$ cat src/design/stt_pkg.sv
// Shared types, constants and keyword tables for the source text tokenizer.
package stt_pkg;

  // Widths of the location and identifier length counters and of the number value.
  localparam int POSITION_BITS     = 16;
  localparam int IDENT_LENGTH_BITS = 8;
  localparam int NUMBER_BITS       = 64;

  // Depth of the classified character queue and of the result buffer.
  localparam int QUEUE_DEPTH      = 4;
  localparam int QUEUE_PTR_BITS   = $clog2(QUEUE_DEPTH);
  localparam int QUEUE_CNT_BITS   = $clog2(QUEUE_DEPTH + 1);
  localparam int RESULT_DEPTH     = 4;
  localparam int RESULT_PTR_BITS  = $clog2(RESULT_DEPTH);
  localparam int RESULT_CNT_BITS  = $clog2(RESULT_DEPTH + 1);

  // Character codes with a meaning of their own.
  localparam logic [7:0] CHAR_NUL        = 8'h00;
  localparam logic [7:0] CHAR_NEWLINE    = 8'h0A;
  localparam logic [7:0] CHAR_HASH       = 8'h23;
  localparam logic [7:0] CHAR_UNDERSCORE = 8'h5F;

  // Number of keywords and the value all candidates start from.
  localparam int         KEYWORD_COUNT = 4;
  localparam logic [3:0] KW_ALL        = 4'hF;

  // Keyword codes.
  localparam logic [1:0] KW_RETURN = 2'd0;
  localparam logic [1:0] KW_LET    = 2'd1;
  localparam logic [1:0] KW_IF     = 2'd2;
  localparam logic [1:0] KW_WHILE  = 2'd3;

  // Operator codes.
  localparam logic [1:0] OP_PLUS  = 2'd0;
  localparam logic [1:0] OP_MINUS = 2'd1;
  localparam logic [1:0] OP_STAR  = 2'd2;
  localparam logic [1:0] OP_SLASH = 2'd3;

  // Kinds of result the tokenizer reports.
  typedef enum logic [3:0] {
    TK_NUMBER     = 4'd0,
    TK_IDENT      = 4'd1,
    TK_KEYWORD    = 4'd2,
    TK_OPERATOR   = 4'd3,
    TK_SEMICOLON  = 4'd4,
    TK_COLON      = 4'd5,
    TK_EQUALS     = 4'd6,
    TK_LPAREN     = 4'd7,
    TK_RPAREN     = 4'd8,
    TK_LBRACE     = 4'd9,
    TK_RBRACE     = 4'd10,
    TK_NUM_LETTER = 4'd11,
    TK_BAD_CHAR   = 4'd12,
    TK_END        = 4'd13
  } token_kind_t;

  // Character classes found by the front end.
  typedef enum logic [3:0] {
    CLS_NUL,
    CLS_NEWLINE,
    CLS_SPACE,
    CLS_HASH,
    CLS_DIGIT,
    CLS_ALPHA,
    CLS_UNDERSCORE,
    CLS_PUNCT,
    CLS_BAD
  } char_class_t;

  // Scanner modes of the back end.
  typedef enum logic [2:0] {
    MODE_IDLE,
    MODE_NUMBER,
    MODE_IDENT,
    MODE_COMMENT,
    MODE_HALT
  } scan_mode_t;

  // One classified character with its location.
  typedef struct packed {
    char_class_t              cls;
    token_kind_t              punct_kind;
    logic [1:0]               op;
    logic [3:0]               digit;
    logic [7:0]               ch;
    logic [POSITION_BITS-1:0] row;
    logic [POSITION_BITS-1:0] col;
  } cls_item_t;

  // One result as it leaves the block.
  typedef struct packed {
    token_kind_t                  kind;
    logic [POSITION_BITS-1:0]     row;
    logic [POSITION_BITS-1:0]     col;
    logic [NUMBER_BITS-1:0]       value;
    logic [1:0]                   kw;
    logic [1:0]                   op;
    logic [IDENT_LENGTH_BITS-1:0] len;
    logic                         last;
  } result_t;

  // Up to two results written by the scanner in one cycle.
  typedef struct packed {
    logic [1:0] count;
    result_t    first;
    result_t    second;
  } result_pair_t;

  // Length of each keyword.
  function automatic logic [2:0] kw_length(input logic [1:0] id);
    logic [2:0] len;
    unique case (id)
      KW_RETURN: len = 3'd6;
      KW_LET:    len = 3'd3;
      KW_IF:     len = 3'd2;
      default:   len = 3'd5;
    endcase
    return len;
  endfunction

  // Character of a keyword at a given index; zero past its end.
  function automatic logic [7:0] kw_letter(input logic [1:0] id, input logic [2:0] idx);
    logic [7:0] c;
    c = 8'h00;
    unique case (id)
      KW_RETURN: begin
        unique case (idx)
          3'd0: c = "r";
          3'd1: c = "e";
          3'd2: c = "t";
          3'd3: c = "u";
          3'd4: c = "r";
          3'd5: c = "n";
          default: c = 8'h00;
        endcase
      end
      KW_LET: begin
        unique case (idx)
          3'd0: c = "l";
          3'd1: c = "e";
          3'd2: c = "t";
          default: c = 8'h00;
        endcase
      end
      KW_IF: begin
        unique case (idx)
          3'd0: c = "i";
          3'd1: c = "f";
          default: c = 8'h00;
        endcase
      end
      default: begin
        unique case (idx)
          3'd0: c = "w";
          3'd1: c = "h";
          3'd2: c = "i";
          3'd3: c = "l";
          3'd4: c = "e";
          default: c = 8'h00;
        endcase
      end
    endcase
    return c;
  endfunction

endpackage

$ cat src/design/source_text_tokenizer.sv
// Top level of the streaming source text tokenizer.
//
//   Channel   Direction  Handshake        Payload
//   chars     in         push / full      char_code
//   results   out        pop / empty      token_kind, start_row, start_column,
//                                         number_value, keyword_id, operator_id,
//                                         ident_length, last_of_run
//
// One character is taken per clock while the character queue has room; it is written into
// the character queue, and from its head the scanner writes the first result into the
// result buffer, whose head drives the result ports.
// A character that closes a token can give two results; the scanner waits for two free
// result slots, so a run of such characters is limited by the drain of one result per cycle.
// Reset is synchronous and clears the location, scanner state and both queues.
// Either side may stall on its own: the character queue absorbs a stalled scanner,
// and the result buffer absorbs a stalled reader.
module source_text_tokenizer import stt_pkg::*; (
  input  logic                         clk,
  input  logic                         rst,
  input  logic                         push,
  output logic                         full,
  input  logic [7:0]                   char_code,
  output logic                         empty,
  input  logic                         pop,
  output logic [3:0]                   token_kind,
  output logic [POSITION_BITS-1:0]     start_row,
  output logic [POSITION_BITS-1:0]     start_column,
  output logic [NUMBER_BITS-1:0]       number_value,
  output logic [1:0]                   keyword_id,
  output logic [1:0]                   operator_id,
  output logic [IDENT_LENGTH_BITS-1:0] ident_length,
  output logic                         last_of_run
);

  logic         item_push;
  cls_item_t    front_item;
  logic         q_valid;
  cls_item_t    q_item;
  logic         take;
  logic         space_ok;
  result_pair_t results;
  result_t      head;

  // Character classification and location tracking.
  stt_front u_front (
    .clk       (clk),
    .rst       (rst),
    .push      (push),
    .full      (full),
    .char_code (char_code),
    .item_push (item_push),
    .item      (front_item)
  );

  // Queue between the front end and the scanner.
  stt_queue u_queue (
    .clk      (clk),
    .rst      (rst),
    .wr_en    (item_push),
    .wr_item  (front_item),
    .full     (full),
    .rd_en    (take),
    .rd_valid (q_valid),
    .rd_item  (q_item)
  );

  // Token scanner.
  stt_back u_back (
    .clk        (clk),
    .rst        (rst),
    .item_valid (q_valid),
    .item       (q_item),
    .space_ok   (space_ok),
    .item_take  (take),
    .results    (results)
  );

  // Result buffer feeding the output ports.
  stt_result_buffer u_results (
    .clk      (clk),
    .rst      (rst),
    .results  (results),
    .space_ok (space_ok),
    .pop      (pop),
    .empty    (empty),
    .head     (head)
  );

  // Result fields onto their ports.
  assign token_kind   = head.kind;
  assign start_row    = head.row;
  assign start_column = head.col;
  assign number_value = head.value;
  assign keyword_id   = head.kw;
  assign operator_id  = head.op;
  assign ident_length = head.len;
  assign last_of_run  = head.last;

endmodule

$ cat src/design/stt_front.sv
// Front end: classifies each source character and tracks its row and column.
module stt_front import stt_pkg::*; (
  input  logic      clk,
  input  logic      rst,
  input  logic      push,
  input  logic      full,
  input  logic [7:0] char_code,
  output logic      item_push,
  output cls_item_t item
);

  logic [POSITION_BITS-1:0] row;
  logic [POSITION_BITS-1:0] col;
  logic                     accept;

  assign accept    = push && !full;
  assign item_push = accept;

  // Classify the character and attach the punctuation kind it maps to.
  always_comb begin
    item            = '0;
    item.ch         = char_code;
    item.row        = row;
    item.col        = col;
    item.digit      = char_code[3:0];
    item.punct_kind = TK_OPERATOR;
    item.op         = OP_PLUS;
    item.cls        = CLS_BAD;
    priority if (char_code == CHAR_NUL) begin
      item.cls = CLS_NUL;
    end else if (char_code == CHAR_NEWLINE) begin
      item.cls = CLS_NEWLINE;
    end else if (char_code == " " || (char_code >= 8'd9 && char_code <= 8'd13)) begin
      item.cls = CLS_SPACE;
    end else if (char_code == CHAR_HASH) begin
      item.cls = CLS_HASH;
    end else if (char_code >= "0" && char_code <= "9") begin
      item.cls = CLS_DIGIT;
    end else if ((char_code >= "a" && char_code <= "z") ||
                 (char_code >= "A" && char_code <= "Z")) begin
      item.cls = CLS_ALPHA;
    end else if (char_code == CHAR_UNDERSCORE) begin
      item.cls = CLS_UNDERSCORE;
    end else begin
      item.cls = CLS_PUNCT;
      unique case (char_code)
        "+": begin item.punct_kind = TK_OPERATOR; item.op = OP_PLUS;  end
        "-": begin item.punct_kind = TK_OPERATOR; item.op = OP_MINUS; end
        "*": begin item.punct_kind = TK_OPERATOR; item.op = OP_STAR;  end
        "/": begin item.punct_kind = TK_OPERATOR; item.op = OP_SLASH; end
        ";": item.punct_kind = TK_SEMICOLON;
        ":": item.punct_kind = TK_COLON;
        "=": item.punct_kind = TK_EQUALS;
        "(": item.punct_kind = TK_LPAREN;
        ")": item.punct_kind = TK_RPAREN;
        "{": item.punct_kind = TK_LBRACE;
        "}": item.punct_kind = TK_RBRACE;
        default: item.cls = CLS_BAD;
      endcase
    end
  end

  // Location counters: a newline starts the next row, end of text restarts at 1:1.
  always_ff @(posedge clk) begin
    if (rst) begin
      row <= POSITION_BITS'(1);
      col <= POSITION_BITS'(1);
    end else if (accept) begin
      if (char_code == CHAR_NUL) begin
        row <= POSITION_BITS'(1);
        col <= POSITION_BITS'(1);
      end else if (char_code == CHAR_NEWLINE) begin
        if (row != '1) begin
          row <= row + POSITION_BITS'(1);
        end
        col <= POSITION_BITS'(1);
      end else if (col != '1) begin
        col <= col + POSITION_BITS'(1);
      end
    end
  end

endmodule

$ cat src/design/stt_queue.sv
// Short queue of classified characters between the front end and the scanner.
module stt_queue import stt_pkg::*; (
  input  logic      clk,
  input  logic      rst,
  input  logic      wr_en,
  input  cls_item_t wr_item,
  output logic      full,
  input  logic      rd_en,
  output logic      rd_valid,
  output cls_item_t rd_item
);

  cls_item_t                 entries [QUEUE_DEPTH];
  logic [QUEUE_PTR_BITS-1:0] wr_ptr;
  logic [QUEUE_PTR_BITS-1:0] rd_ptr;
  logic [QUEUE_CNT_BITS-1:0] count;
  logic                      do_wr;
  logic                      do_rd;

  assign full     = (count == QUEUE_CNT_BITS'(QUEUE_DEPTH));
  assign rd_valid = (count != '0);
  assign rd_item  = entries[rd_ptr];
  assign do_wr    = wr_en && !full;
  assign do_rd    = rd_en && rd_valid;

  // Storage for queued characters.
  always_ff @(posedge clk) begin
    if (do_wr) begin
      entries[wr_ptr] <= wr_item;
    end
  end

  // Pointers and fill count.
  always_ff @(posedge clk) begin
    if (rst) begin
      wr_ptr <= '0;
      rd_ptr <= '0;
      count  <= '0;
    end else begin
      if (do_wr) begin
        wr_ptr <= wr_ptr + QUEUE_PTR_BITS'(1);
      end
      if (do_rd) begin
        rd_ptr <= rd_ptr + QUEUE_PTR_BITS'(1);
      end
      count <= count + QUEUE_CNT_BITS'(do_wr) - QUEUE_CNT_BITS'(do_rd);
    end
  end

endmodule

$ cat src/design/stt_back.sv
// Back end: the token scanner that turns classified characters into results.
module stt_back import stt_pkg::*; (
  input  logic         clk,
  input  logic         rst,
  input  logic         item_valid,
  input  cls_item_t    item,
  input  logic         space_ok,
  output logic         item_take,
  output result_pair_t results
);

  scan_mode_t                   mode, mode_next;
  logic [POSITION_BITS-1:0]     token_row, token_row_next;
  logic [POSITION_BITS-1:0]     token_col, token_col_next;
  logic [NUMBER_BITS-1:0]       acc, acc_next;
  logic [IDENT_LENGTH_BITS-1:0] ident_count, ident_count_next;
  logic [3:0]                   cands, cands_next;

  logic [NUMBER_BITS+3:0]       acc_wide;
  logic [NUMBER_BITS-1:0]       acc_step;
  result_t                      idle_res;
  logic                         idle_emit;
  scan_mode_t                   idle_mode;
  logic                         start_num;
  logic                         start_ident;
  logic                         use_idle;
  logic                         idle_second;
  result_t                      ident_res;
  result_t                      res0, res1;
  logic [1:0]                   n;

  assign item_take = item_valid && space_ok;

  // Drop keyword candidates that no longer match at this index.
  function automatic logic [3:0] kw_track(input logic [3:0] c_in, input logic [7:0] ch,
                                          input logic [IDENT_LENGTH_BITS-1:0] idx);
    logic [3:0] c_out;
    c_out = c_in;
    for (int i = 0; i < KEYWORD_COUNT; i++) begin
      if (idx >= IDENT_LENGTH_BITS'(kw_length(2'(i))) ||
          kw_letter(2'(i), idx[2:0]) != ch) begin
        c_out[i] = 1'b0;
      end
    end
    return c_out;
  endfunction

  // Decimal step: acc * 10 + digit, saturating at all ones.
  always_comb begin
    acc_wide = ({4'b0, acc} << 3) + ({4'b0, acc} << 1) + (NUMBER_BITS + 4)'(item.digit);
    acc_step = (acc_wide[NUMBER_BITS+3:NUMBER_BITS] != 4'b0) ? '1 : acc_wide[NUMBER_BITS-1:0];
  end

  // Result for a finished identifier: a keyword when a candidate matches in full.
  always_comb begin
    ident_res      = '0;
    ident_res.kind = TK_IDENT;
    ident_res.row  = token_row;
    ident_res.col  = token_col;
    ident_res.len  = ident_count;
    for (int i = KEYWORD_COUNT - 1; i >= 0; i--) begin
      if (cands[i] && ident_count == IDENT_LENGTH_BITS'(kw_length(2'(i)))) begin
        ident_res.kind = TK_KEYWORD;
        ident_res.kw   = 2'(i);
        ident_res.len  = '0;
      end
    end
  end

  // Scan of a character that starts a new token.
  always_comb begin
    idle_res     = '0;
    idle_res.row = item.row;
    idle_res.col = item.col;
    idle_emit    = 1'b0;
    idle_mode    = MODE_IDLE;
    start_num    = 1'b0;
    start_ident  = 1'b0;
    unique case (item.cls)
      CLS_NUL: begin
        idle_emit     = 1'b1;
        idle_res.kind = TK_END;
      end
      CLS_NEWLINE, CLS_SPACE: begin
        idle_mode = MODE_IDLE;
      end
      CLS_HASH: begin
        idle_mode = MODE_COMMENT;
      end
      CLS_DIGIT: begin
        idle_mode = MODE_NUMBER;
        start_num = 1'b1;
      end
      CLS_ALPHA, CLS_UNDERSCORE: begin
        idle_mode   = MODE_IDENT;
        start_ident = 1'b1;
      end
      CLS_PUNCT: begin
        idle_emit     = 1'b1;
        idle_res.kind = item.punct_kind;
        idle_res.op   = item.op;
      end
      default: begin
        idle_emit     = 1'b1;
        idle_res.kind = TK_BAD_CHAR;
        idle_mode     = MODE_HALT;
      end
    endcase
  end

  // Scanner next state and results for the character at the queue head.
  always_comb begin
    mode_next        = mode;
    token_row_next   = token_row;
    token_col_next   = token_col;
    acc_next         = acc;
    ident_count_next = ident_count;
    cands_next       = cands;
    res0             = '0;
    res1             = '0;
    n                = 2'd0;
    use_idle         = 1'b0;
    idle_second      = 1'b0;

    unique case (mode)
      MODE_NUMBER: begin
        if (item.cls == CLS_DIGIT) begin
          acc_next = acc_step;
        end else if (item.cls == CLS_ALPHA) begin
          res0.kind = TK_NUM_LETTER;
          res0.row  = item.row;
          res0.col  = item.col;
          n         = 2'd1;
          mode_next = MODE_HALT;
        end else begin
          res0.kind   = TK_NUMBER;
          res0.row    = token_row;
          res0.col    = token_col;
          res0.value  = acc;
          n           = 2'd1;
          use_idle    = 1'b1;
          idle_second = 1'b1;
        end
      end
      MODE_IDENT: begin
        if (item.cls == CLS_ALPHA || item.cls == CLS_DIGIT || item.cls == CLS_UNDERSCORE) begin
          cands_next = kw_track(cands, item.ch, ident_count);
          if (ident_count != '1) begin
            ident_count_next = ident_count + IDENT_LENGTH_BITS'(1);
          end
        end else begin
          res0        = ident_res;
          n           = 2'd1;
          use_idle    = 1'b1;
          idle_second = 1'b1;
        end
      end
      MODE_COMMENT: begin
        if (item.cls == CLS_NEWLINE) begin
          mode_next = MODE_IDLE;
        end else if (item.cls == CLS_NUL) begin
          use_idle = 1'b1;
        end
      end
      MODE_HALT: begin
        if (item.cls == CLS_NUL) begin
          use_idle = 1'b1;
        end
      end
      default: begin
        use_idle = 1'b1;
      end
    endcase

    // Apply the start-of-token scan, placing its result after any flushed token.
    if (use_idle) begin
      mode_next = idle_mode;
      if (start_num) begin
        token_row_next = item.row;
        token_col_next = item.col;
        acc_next       = NUMBER_BITS'(item.digit);
      end
      if (start_ident) begin
        token_row_next   = item.row;
        token_col_next   = item.col;
        cands_next       = kw_track(KW_ALL, item.ch, '0);
        ident_count_next = IDENT_LENGTH_BITS'(1);
      end
      if (idle_emit) begin
        if (idle_second) begin
          res1 = idle_res;
          n    = 2'd2;
        end else begin
          res0 = idle_res;
          n    = 2'd1;
        end
      end
    end

    // End of text returns the scanner to its reset state.
    if (item.cls == CLS_NUL) begin
      mode_next        = MODE_IDLE;
      token_row_next   = POSITION_BITS'(1);
      token_col_next   = POSITION_BITS'(1);
      acc_next         = '0;
      ident_count_next = '0;
      cands_next       = KW_ALL;
    end

    // Mark the final result caused by this character.
    if (n == 2'd2) begin
      res1.last = 1'b1;
    end else if (n == 2'd1) begin
      res0.last = 1'b1;
    end

    results.count  = item_take ? n : 2'd0;
    results.first  = res0;
    results.second = res1;
  end

  // Scanner state registers.
  always_ff @(posedge clk) begin
    if (rst) begin
      mode        <= MODE_IDLE;
      token_row   <= POSITION_BITS'(1);
      token_col   <= POSITION_BITS'(1);
      acc         <= '0;
      ident_count <= '0;
      cands       <= KW_ALL;
    end else if (item_take) begin
      mode        <= mode_next;
      token_row   <= token_row_next;
      token_col   <= token_col_next;
      acc         <= acc_next;
      ident_count <= ident_count_next;
      cands       <= cands_next;
    end
  end

endmodule

$ cat src/design/stt_result_buffer.sv
// Output buffer that takes up to two results a cycle and hands out one.
module stt_result_buffer import stt_pkg::*; (
  input  logic         clk,
  input  logic         rst,
  input  result_pair_t results,
  output logic         space_ok,
  input  logic         pop,
  output logic         empty,
  output result_t      head
);

  result_t                    entries [RESULT_DEPTH];
  logic [RESULT_PTR_BITS-1:0] wr_ptr;
  logic [RESULT_PTR_BITS-1:0] rd_ptr;
  logic [RESULT_CNT_BITS-1:0] count;
  logic                       do_rd;

  // Room for a full pair is judged from the stored count alone.
  assign space_ok = (count <= RESULT_CNT_BITS'(RESULT_DEPTH - 2));
  assign empty    = (count == '0);
  assign head     = entries[rd_ptr];
  assign do_rd    = pop && !empty;

  // Result storage.
  always_ff @(posedge clk) begin
    if (results.count != 2'd0) begin
      entries[wr_ptr] <= results.first;
    end
    if (results.count == 2'd2) begin
      entries[wr_ptr + RESULT_PTR_BITS'(1)] <= results.second;
    end
  end

  // Pointers and fill count.
  always_ff @(posedge clk) begin
    if (rst) begin
      wr_ptr <= '0;
      rd_ptr <= '0;
      count  <= '0;
    end else begin
      wr_ptr <= wr_ptr + RESULT_PTR_BITS'(results.count);
      if (do_rd) begin
        rd_ptr <= rd_ptr + RESULT_PTR_BITS'(1);
      end
      count <= count + RESULT_CNT_BITS'(results.count) - RESULT_CNT_BITS'(do_rd);
    end
  end

endmodule

$ cat config.mk
export PLATFORM = sky130hd
export DESIGN_NAME = source_text_tokenizer
export DESIGN_NICKNAME = d
export VERILOG_FILES = /design/src/design/stt_pkg.sv /design/src/design/source_text_tokenizer.sv /design/src/design/stt_front.sv /design/src/design/stt_queue.sv /design/src/design/stt_back.sv /design/src/design/stt_result_buffer.sv
export SDC_FILE = /design/constraint.sdc
export NUM_CORES = 2
export LEC_CHECK = 0
export BUFFER_PORTS_ARGS = -buffer_cell sky130_fd_sc_hd__buf_2
export CAP_MARGIN = 20
export CELL_PAD_IN_SITES_DETAIL_PLACEMENT = 1
export CELL_PAD_IN_SITES_GLOBAL_PLACEMENT = 2
export CORE_UTILIZATION = 45
export CTS_CLUSTER_SIZE = 30
export DETAILED_ROUTE_END_ITERATION = 10
export PLACE_DENSITY_LB_ADDON = 0.1
export SYNTH_ARGS = -nofsm -noshare
export SYNTH_HDL_FRONTEND = slang
export SYNTH_SLANG_ARGS = --single-unit
$ cat constraint.sdc
create_clock -name clk -period 14 [get_ports clk]
set_clock_uncertainty 0.05 [all_clocks]
set_input_delay 2.8 -clock clk [delete_from_list [all_inputs] [get_ports clk]]
set_output_delay 2.8 -clock clk [all_outputs]
set_load 0.005 [all_outputs]
# == After elaboration in Yosys (flattened, before gate mapping) ==
# Memories as Yosys holds them, arrays and structs flattened. A register that Yosys moved wholly into a read port is not among the register bits.
# Index checks and enable logic that the tools add are counted.
# totals
reg_bits,157
ram_bits,668
in_bits,12
output_inout_bits,115
elab_cells,303
n_memories,2
# classes
n_addsub,14
n_lt_le_gt_ge,17
eq_ne,53
n_mux,154
n_reduce_logical,49
# memory_table
name,words,width,read_ports,rd_ports_with_merged_regs,wr,line,text
u_results.entries,4,113,1,1,2,stt_result_buffer.sv:12,result_t entries [RESULT_DEPTH];
u_queue.entries,4,54,1,1,1,stt_queue.sv:13,cls_item_t entries [QUEUE_DEPTH];
# ops
cell,count
113-bit two-way mux,6
64-bit two-way mux,7
16-bit two-way mux,14
8-bit two-way mux,26
100-bit one-hot mux with 2 select lines,1
111-bit two-way mux,1
100-bit two-way mux,1
"8-bit by 6-bit == test with 1-bit output, second input constant",11
7-bit one-hot mux with 5 select lines,2
67-bit by 65-bit adder with 68-bit output,1
68-bit by 4-bit adder with 68-bit output,1
8-bit inequality test,8
3-bit two-way mux,21
4-bit two-way mux,13
6-bit two-way mux,7
36-bit two-way mux,1
2-bit two-way mux,17
"16-bit by 1-bit adder with 16-bit output, second input constant",2
8-bit by 3-bit >= comparator with 1-bit output,4
"16-bit inequality test, second input constant",2
4-bit one-hot mux with 7 select lines,1
1-bit two-way mux,26
"8-bit by 7-bit == test with 1-bit output, second input constant",3
7-bit one-hot mux with 3 select lines,1
53 further kinds,110

# == Depth between registers and ports, before layout ==
# depth
depth_word,13
ltp_mapped,19
ltp_nobuf,14

# == Cells and area by module ==
# From an unflattened synthesis, not the netlist that was laid out.
# unflattened
hier_cells,3410
area_unflattened_um2,45234.6
# modules_own_cells
mod,n_inst,cells_each,area_each_um2,seq_area_each_um2
stt_result_buffer,1,1144,22741.8,13753.2
stt_back,1,1642,11878.9,2222.1
stt_queue,1,331,8330.5,6666.4
stt_front,1,293,2283.4,640.6

# == Least setup slack after synthesis ==
# OpenSTA, ideal clock, no wires.
# synth_timing
kind,input -> register
start,input char_code[6]
end,memory u_queue.entries[0][53] (netlist name) (data pin)
setup_time_ns,0.209
t_arrival_ns,5.061
required_time_ns,13.741
setup_slack_ns,8.680
stages,11
n_path_buf,1
path_cell_list,clkbuf_1 -> nor2_1 -> and3_1 -> a22oi_1 -> o2bb2ai_1 -> and2_1 -> or2_2 -> or3_1 -> a41oi_1 -> nand2_1 -> nor3b_1
# synth_rtl
item,line,text
start: declaration,source_text_tokenizer.sv:22,"input logic [7:0] char_code,"
end: declaration,stt_queue.sv:13,

==> metrics <==
leak pwr=15.56 nW; Hold Crit Class=register to register; first-pass GRT wire length=193,500 microns; PwrDens=166.8 nW/um^2; Fillers=9,088; slowest cell delay on critical path=1010 ps; worst-path cell chain=buf_4 -> mux4_2 -> buf_2; H-tree depth=3; Finished Core Util=50.84%; Place WS=7255 ps; R2R Path End=u_back.acc[45]; Vias=30,110; endpoints failing hold=0; Port Buffers=126; WHS Endpoint=u_results.entries[0][28]; CTS Sinks=813; router iterations before antenna repair=6; Final GP Congestion=0.8987; Final Slew Violations=0; number of global-route vias before repair=31,360; prevailing post-synth register cell=dfxtp_1; Avg Inst Size Synth=10.70 sq um; sequential share of the synthesized area=50.92%; Least-Margin Pin Slew=1145 ps; gr ovfl total=0; num ports=127; status=complete, no violations; Synth Cell Area=38,960 sq um; CTS Root Cell=clkbuf_16; Post-DRT Antenna Nets=0; type of the worst setup path=register to output port; clk slew on worst S/H paths=60 ps; required time of the critical path=11,150 ps; Worst Setup Slack, final=7806 ps; worst reg2reg setup slack=7970 ps; Buffers & Inverters on Critical Path=2; CTS tree=built; crit-path leading delay family=buffers and inverters; DIE AREA=87,760 sq um; f_max=161.4 MHz; Yosys top cell area share=27.44%; DR vias/cell=6.187; final setup violation count=0; power consumption=7.242 mW; Rel. slew slack=22.69%; Die Height=296.3 microns; Tot GR Track Use=29.21%; Clock Path Buffers=3; critical path arrival=3340 ps; worst skew pair latency=660 ps; syn_nets=3,802; worst hold stages=2; Non-Filler Cell Area, Final=43,430 sq um; crit path time final=6194 ps; Synth Instances=3,642; Area after DPL=40,450 sq um; Synthesis Warnings=0; Avg WL per Cell=26.43 microns; initial antenna violation count=6; Post-CTS Setup Bufs=0; DRC errors left=0; most frequent cells in the layout=453 x dfxtp_1, 356 x edfxtp_1, 343 x nor2_1; Final period util=44.24%; post-DP HPWL=84,470 microns; worst vdd ir=0.1489 mV; CP Capture Type=output port; area of the core=85,410 sq um; Num CTS Buffers=90; RSZ-0062 raised after global routing=no; leading area contributor after synthesis=edfxtp_1; CP max FO=60; Slowest cell on crit path=dfxtp_4; chip width=296.3 microns; routed wire length=128,600 microns; largest net degree at the start of global routing=95; hold buffers post-CTS=0; MaxCap Viol Count=0; startpoint types=register; CTS resizes=0; share of cells above drive strength 1=14.19%; Min-Delay Startpoint=u_results.entries[0][28]; Async SR Flop Fraction=0%; Starting Density=45.62%; row cnt=107; number of synthesized flops with an enable pin=356; commonest non-fill, non-tap cell in the layout=dfxtp_1; #FFs+latches synth=813; unique cell type count in the Yosys netlist=85; NumNets Final=3,808; area grow syn2layout=11.46%; cells taking the most area after synthesis=edfxtp_1 27%, dfxtp_1 23%, mux4_2 9.4%, ha_1 4.6%, o21ai_0 3.9%; initial drt markers=1,888; reg2reg path depth=17; Setup TNS Final=0 ps
registers in the layout, indices dropped and copies added (netlist names), named ones only:
signal	count
u_results.rd_ptr	2
u_queue.rd_ptr	2
u_results.wr_ptr	2
u_back.mode	3
u_results.entries	452
u_front.row	16
u_back.token_row	16
u_queue.count	3
u_back.ident_count	8
u_back.acc	64
u_back.cands	4
u_front.col	16
u_results.count	3
u_queue.wr_ptr	2
u_back.token_col	16
u_queue.entries	200
cell type report:
type	instances	area, sq um	area share (%)
clock buffers	125	2495	5.745
clock inverters	39	409.1	0.9421
diodes	2	5.005	0.01152
well taps	1144	1431	3.296
flip-flops and latches	813	19850	45.71
inverters	35	131.4	0.3025
multi-input cells	2533	18030	41.52
repair buffers	175	1074	2.472
synthesized netlist by cell type, types with 8 or more instances:
cell type and n:
o21a_1 17, and2_1 15, buf_1 43, nand4_1 33, a22oi_1 45, o21ai_0 307, xnor2_1 45, nand3_1 262
a21oi_1 258, mux4_2 162, nand2_1 279, o21bai_1 11, nor3_1 52, or2_2 8, a32o_1 56, nor2_1 347
inv_1 35, a22o_1 91, nor4_1 16, ha_1 144, and3_1 17, nand2b_1 18, xor2_1 54, o21ai_1 47
clkbuf_1 153, edfxtp_1 356, o22ai_1 12, a31oi_1 14, nor2b_1 17, dfxtp_1 457, o31ai_1 11, or3_1 17
buf_2 59, a21o_1 29, a211oi_1 32
where the power goes:
group / internal, mW / switching, mW / leakage [nW]
clock: 1.36 / 0.981 / 1.42
sequential: 2.73 / 0.130 / 6.82
combinational: 0.643 / 1.39 / 7.32
worst max-delay path by stage:
| stage | end | slack [ps] | cells after the start |
|---|---|---|---|
| 2_1_floorplan | u_queue.entries[0][53] | 8680 | 11 |
| 3_3_place_gp | u_back.acc[49] | 7380 | 16 |
| 3_5_place_dp | u_back.acc[45] | 7260 | 16 |
| 4_1_cts | u_back.acc[45] | 7200 | 16 |
| 5_1_grt | u_back.acc[45] | 7620 | 17 |
| 6_report | number_value[12] | 7810 | 3 |
metal layers:
metal  routed length, microns  up-vias  global-route usage, %
met5                       23        -                      0
met3                     5957      209                  3.732
met2                    65440      782                  51.99
li1                         -    13730                      -
met4                     6120        4                  13.82
met1                    51050    15380                  34.85
kinds of logic after synthesis:
family,synth area share (%)
compound gates,16.41
xor+xnor,2.225
fa+ha+maj,4.830
buf+inv,3.128
flops,50.92
mux,9.496
simple gates,12.99
tightest hold or removal path: cells and delay by family, from the launching register on:
kind	cells	cell delay [ps]
AO/OA/AOI/OAI	1	50
flip-flops	1	310
AND/OR/NAND/NOR	1	60
stage by stage:
| step | hold slack [ps] | cells |
|---|---|---|
| 2_1_floorplan | 386.0 | 3642 |
| 5_1_grt | 430.0 | 4864 |
| 3_3_place_gp | 394.8 | 4696 |
| 4_1_cts | 413.2 | 4861 |
| 3_5_place_dp | 404.8 | 4697 |
| 6_report | 411.5 | 4866 |
(Power assumes the default switching activity.)
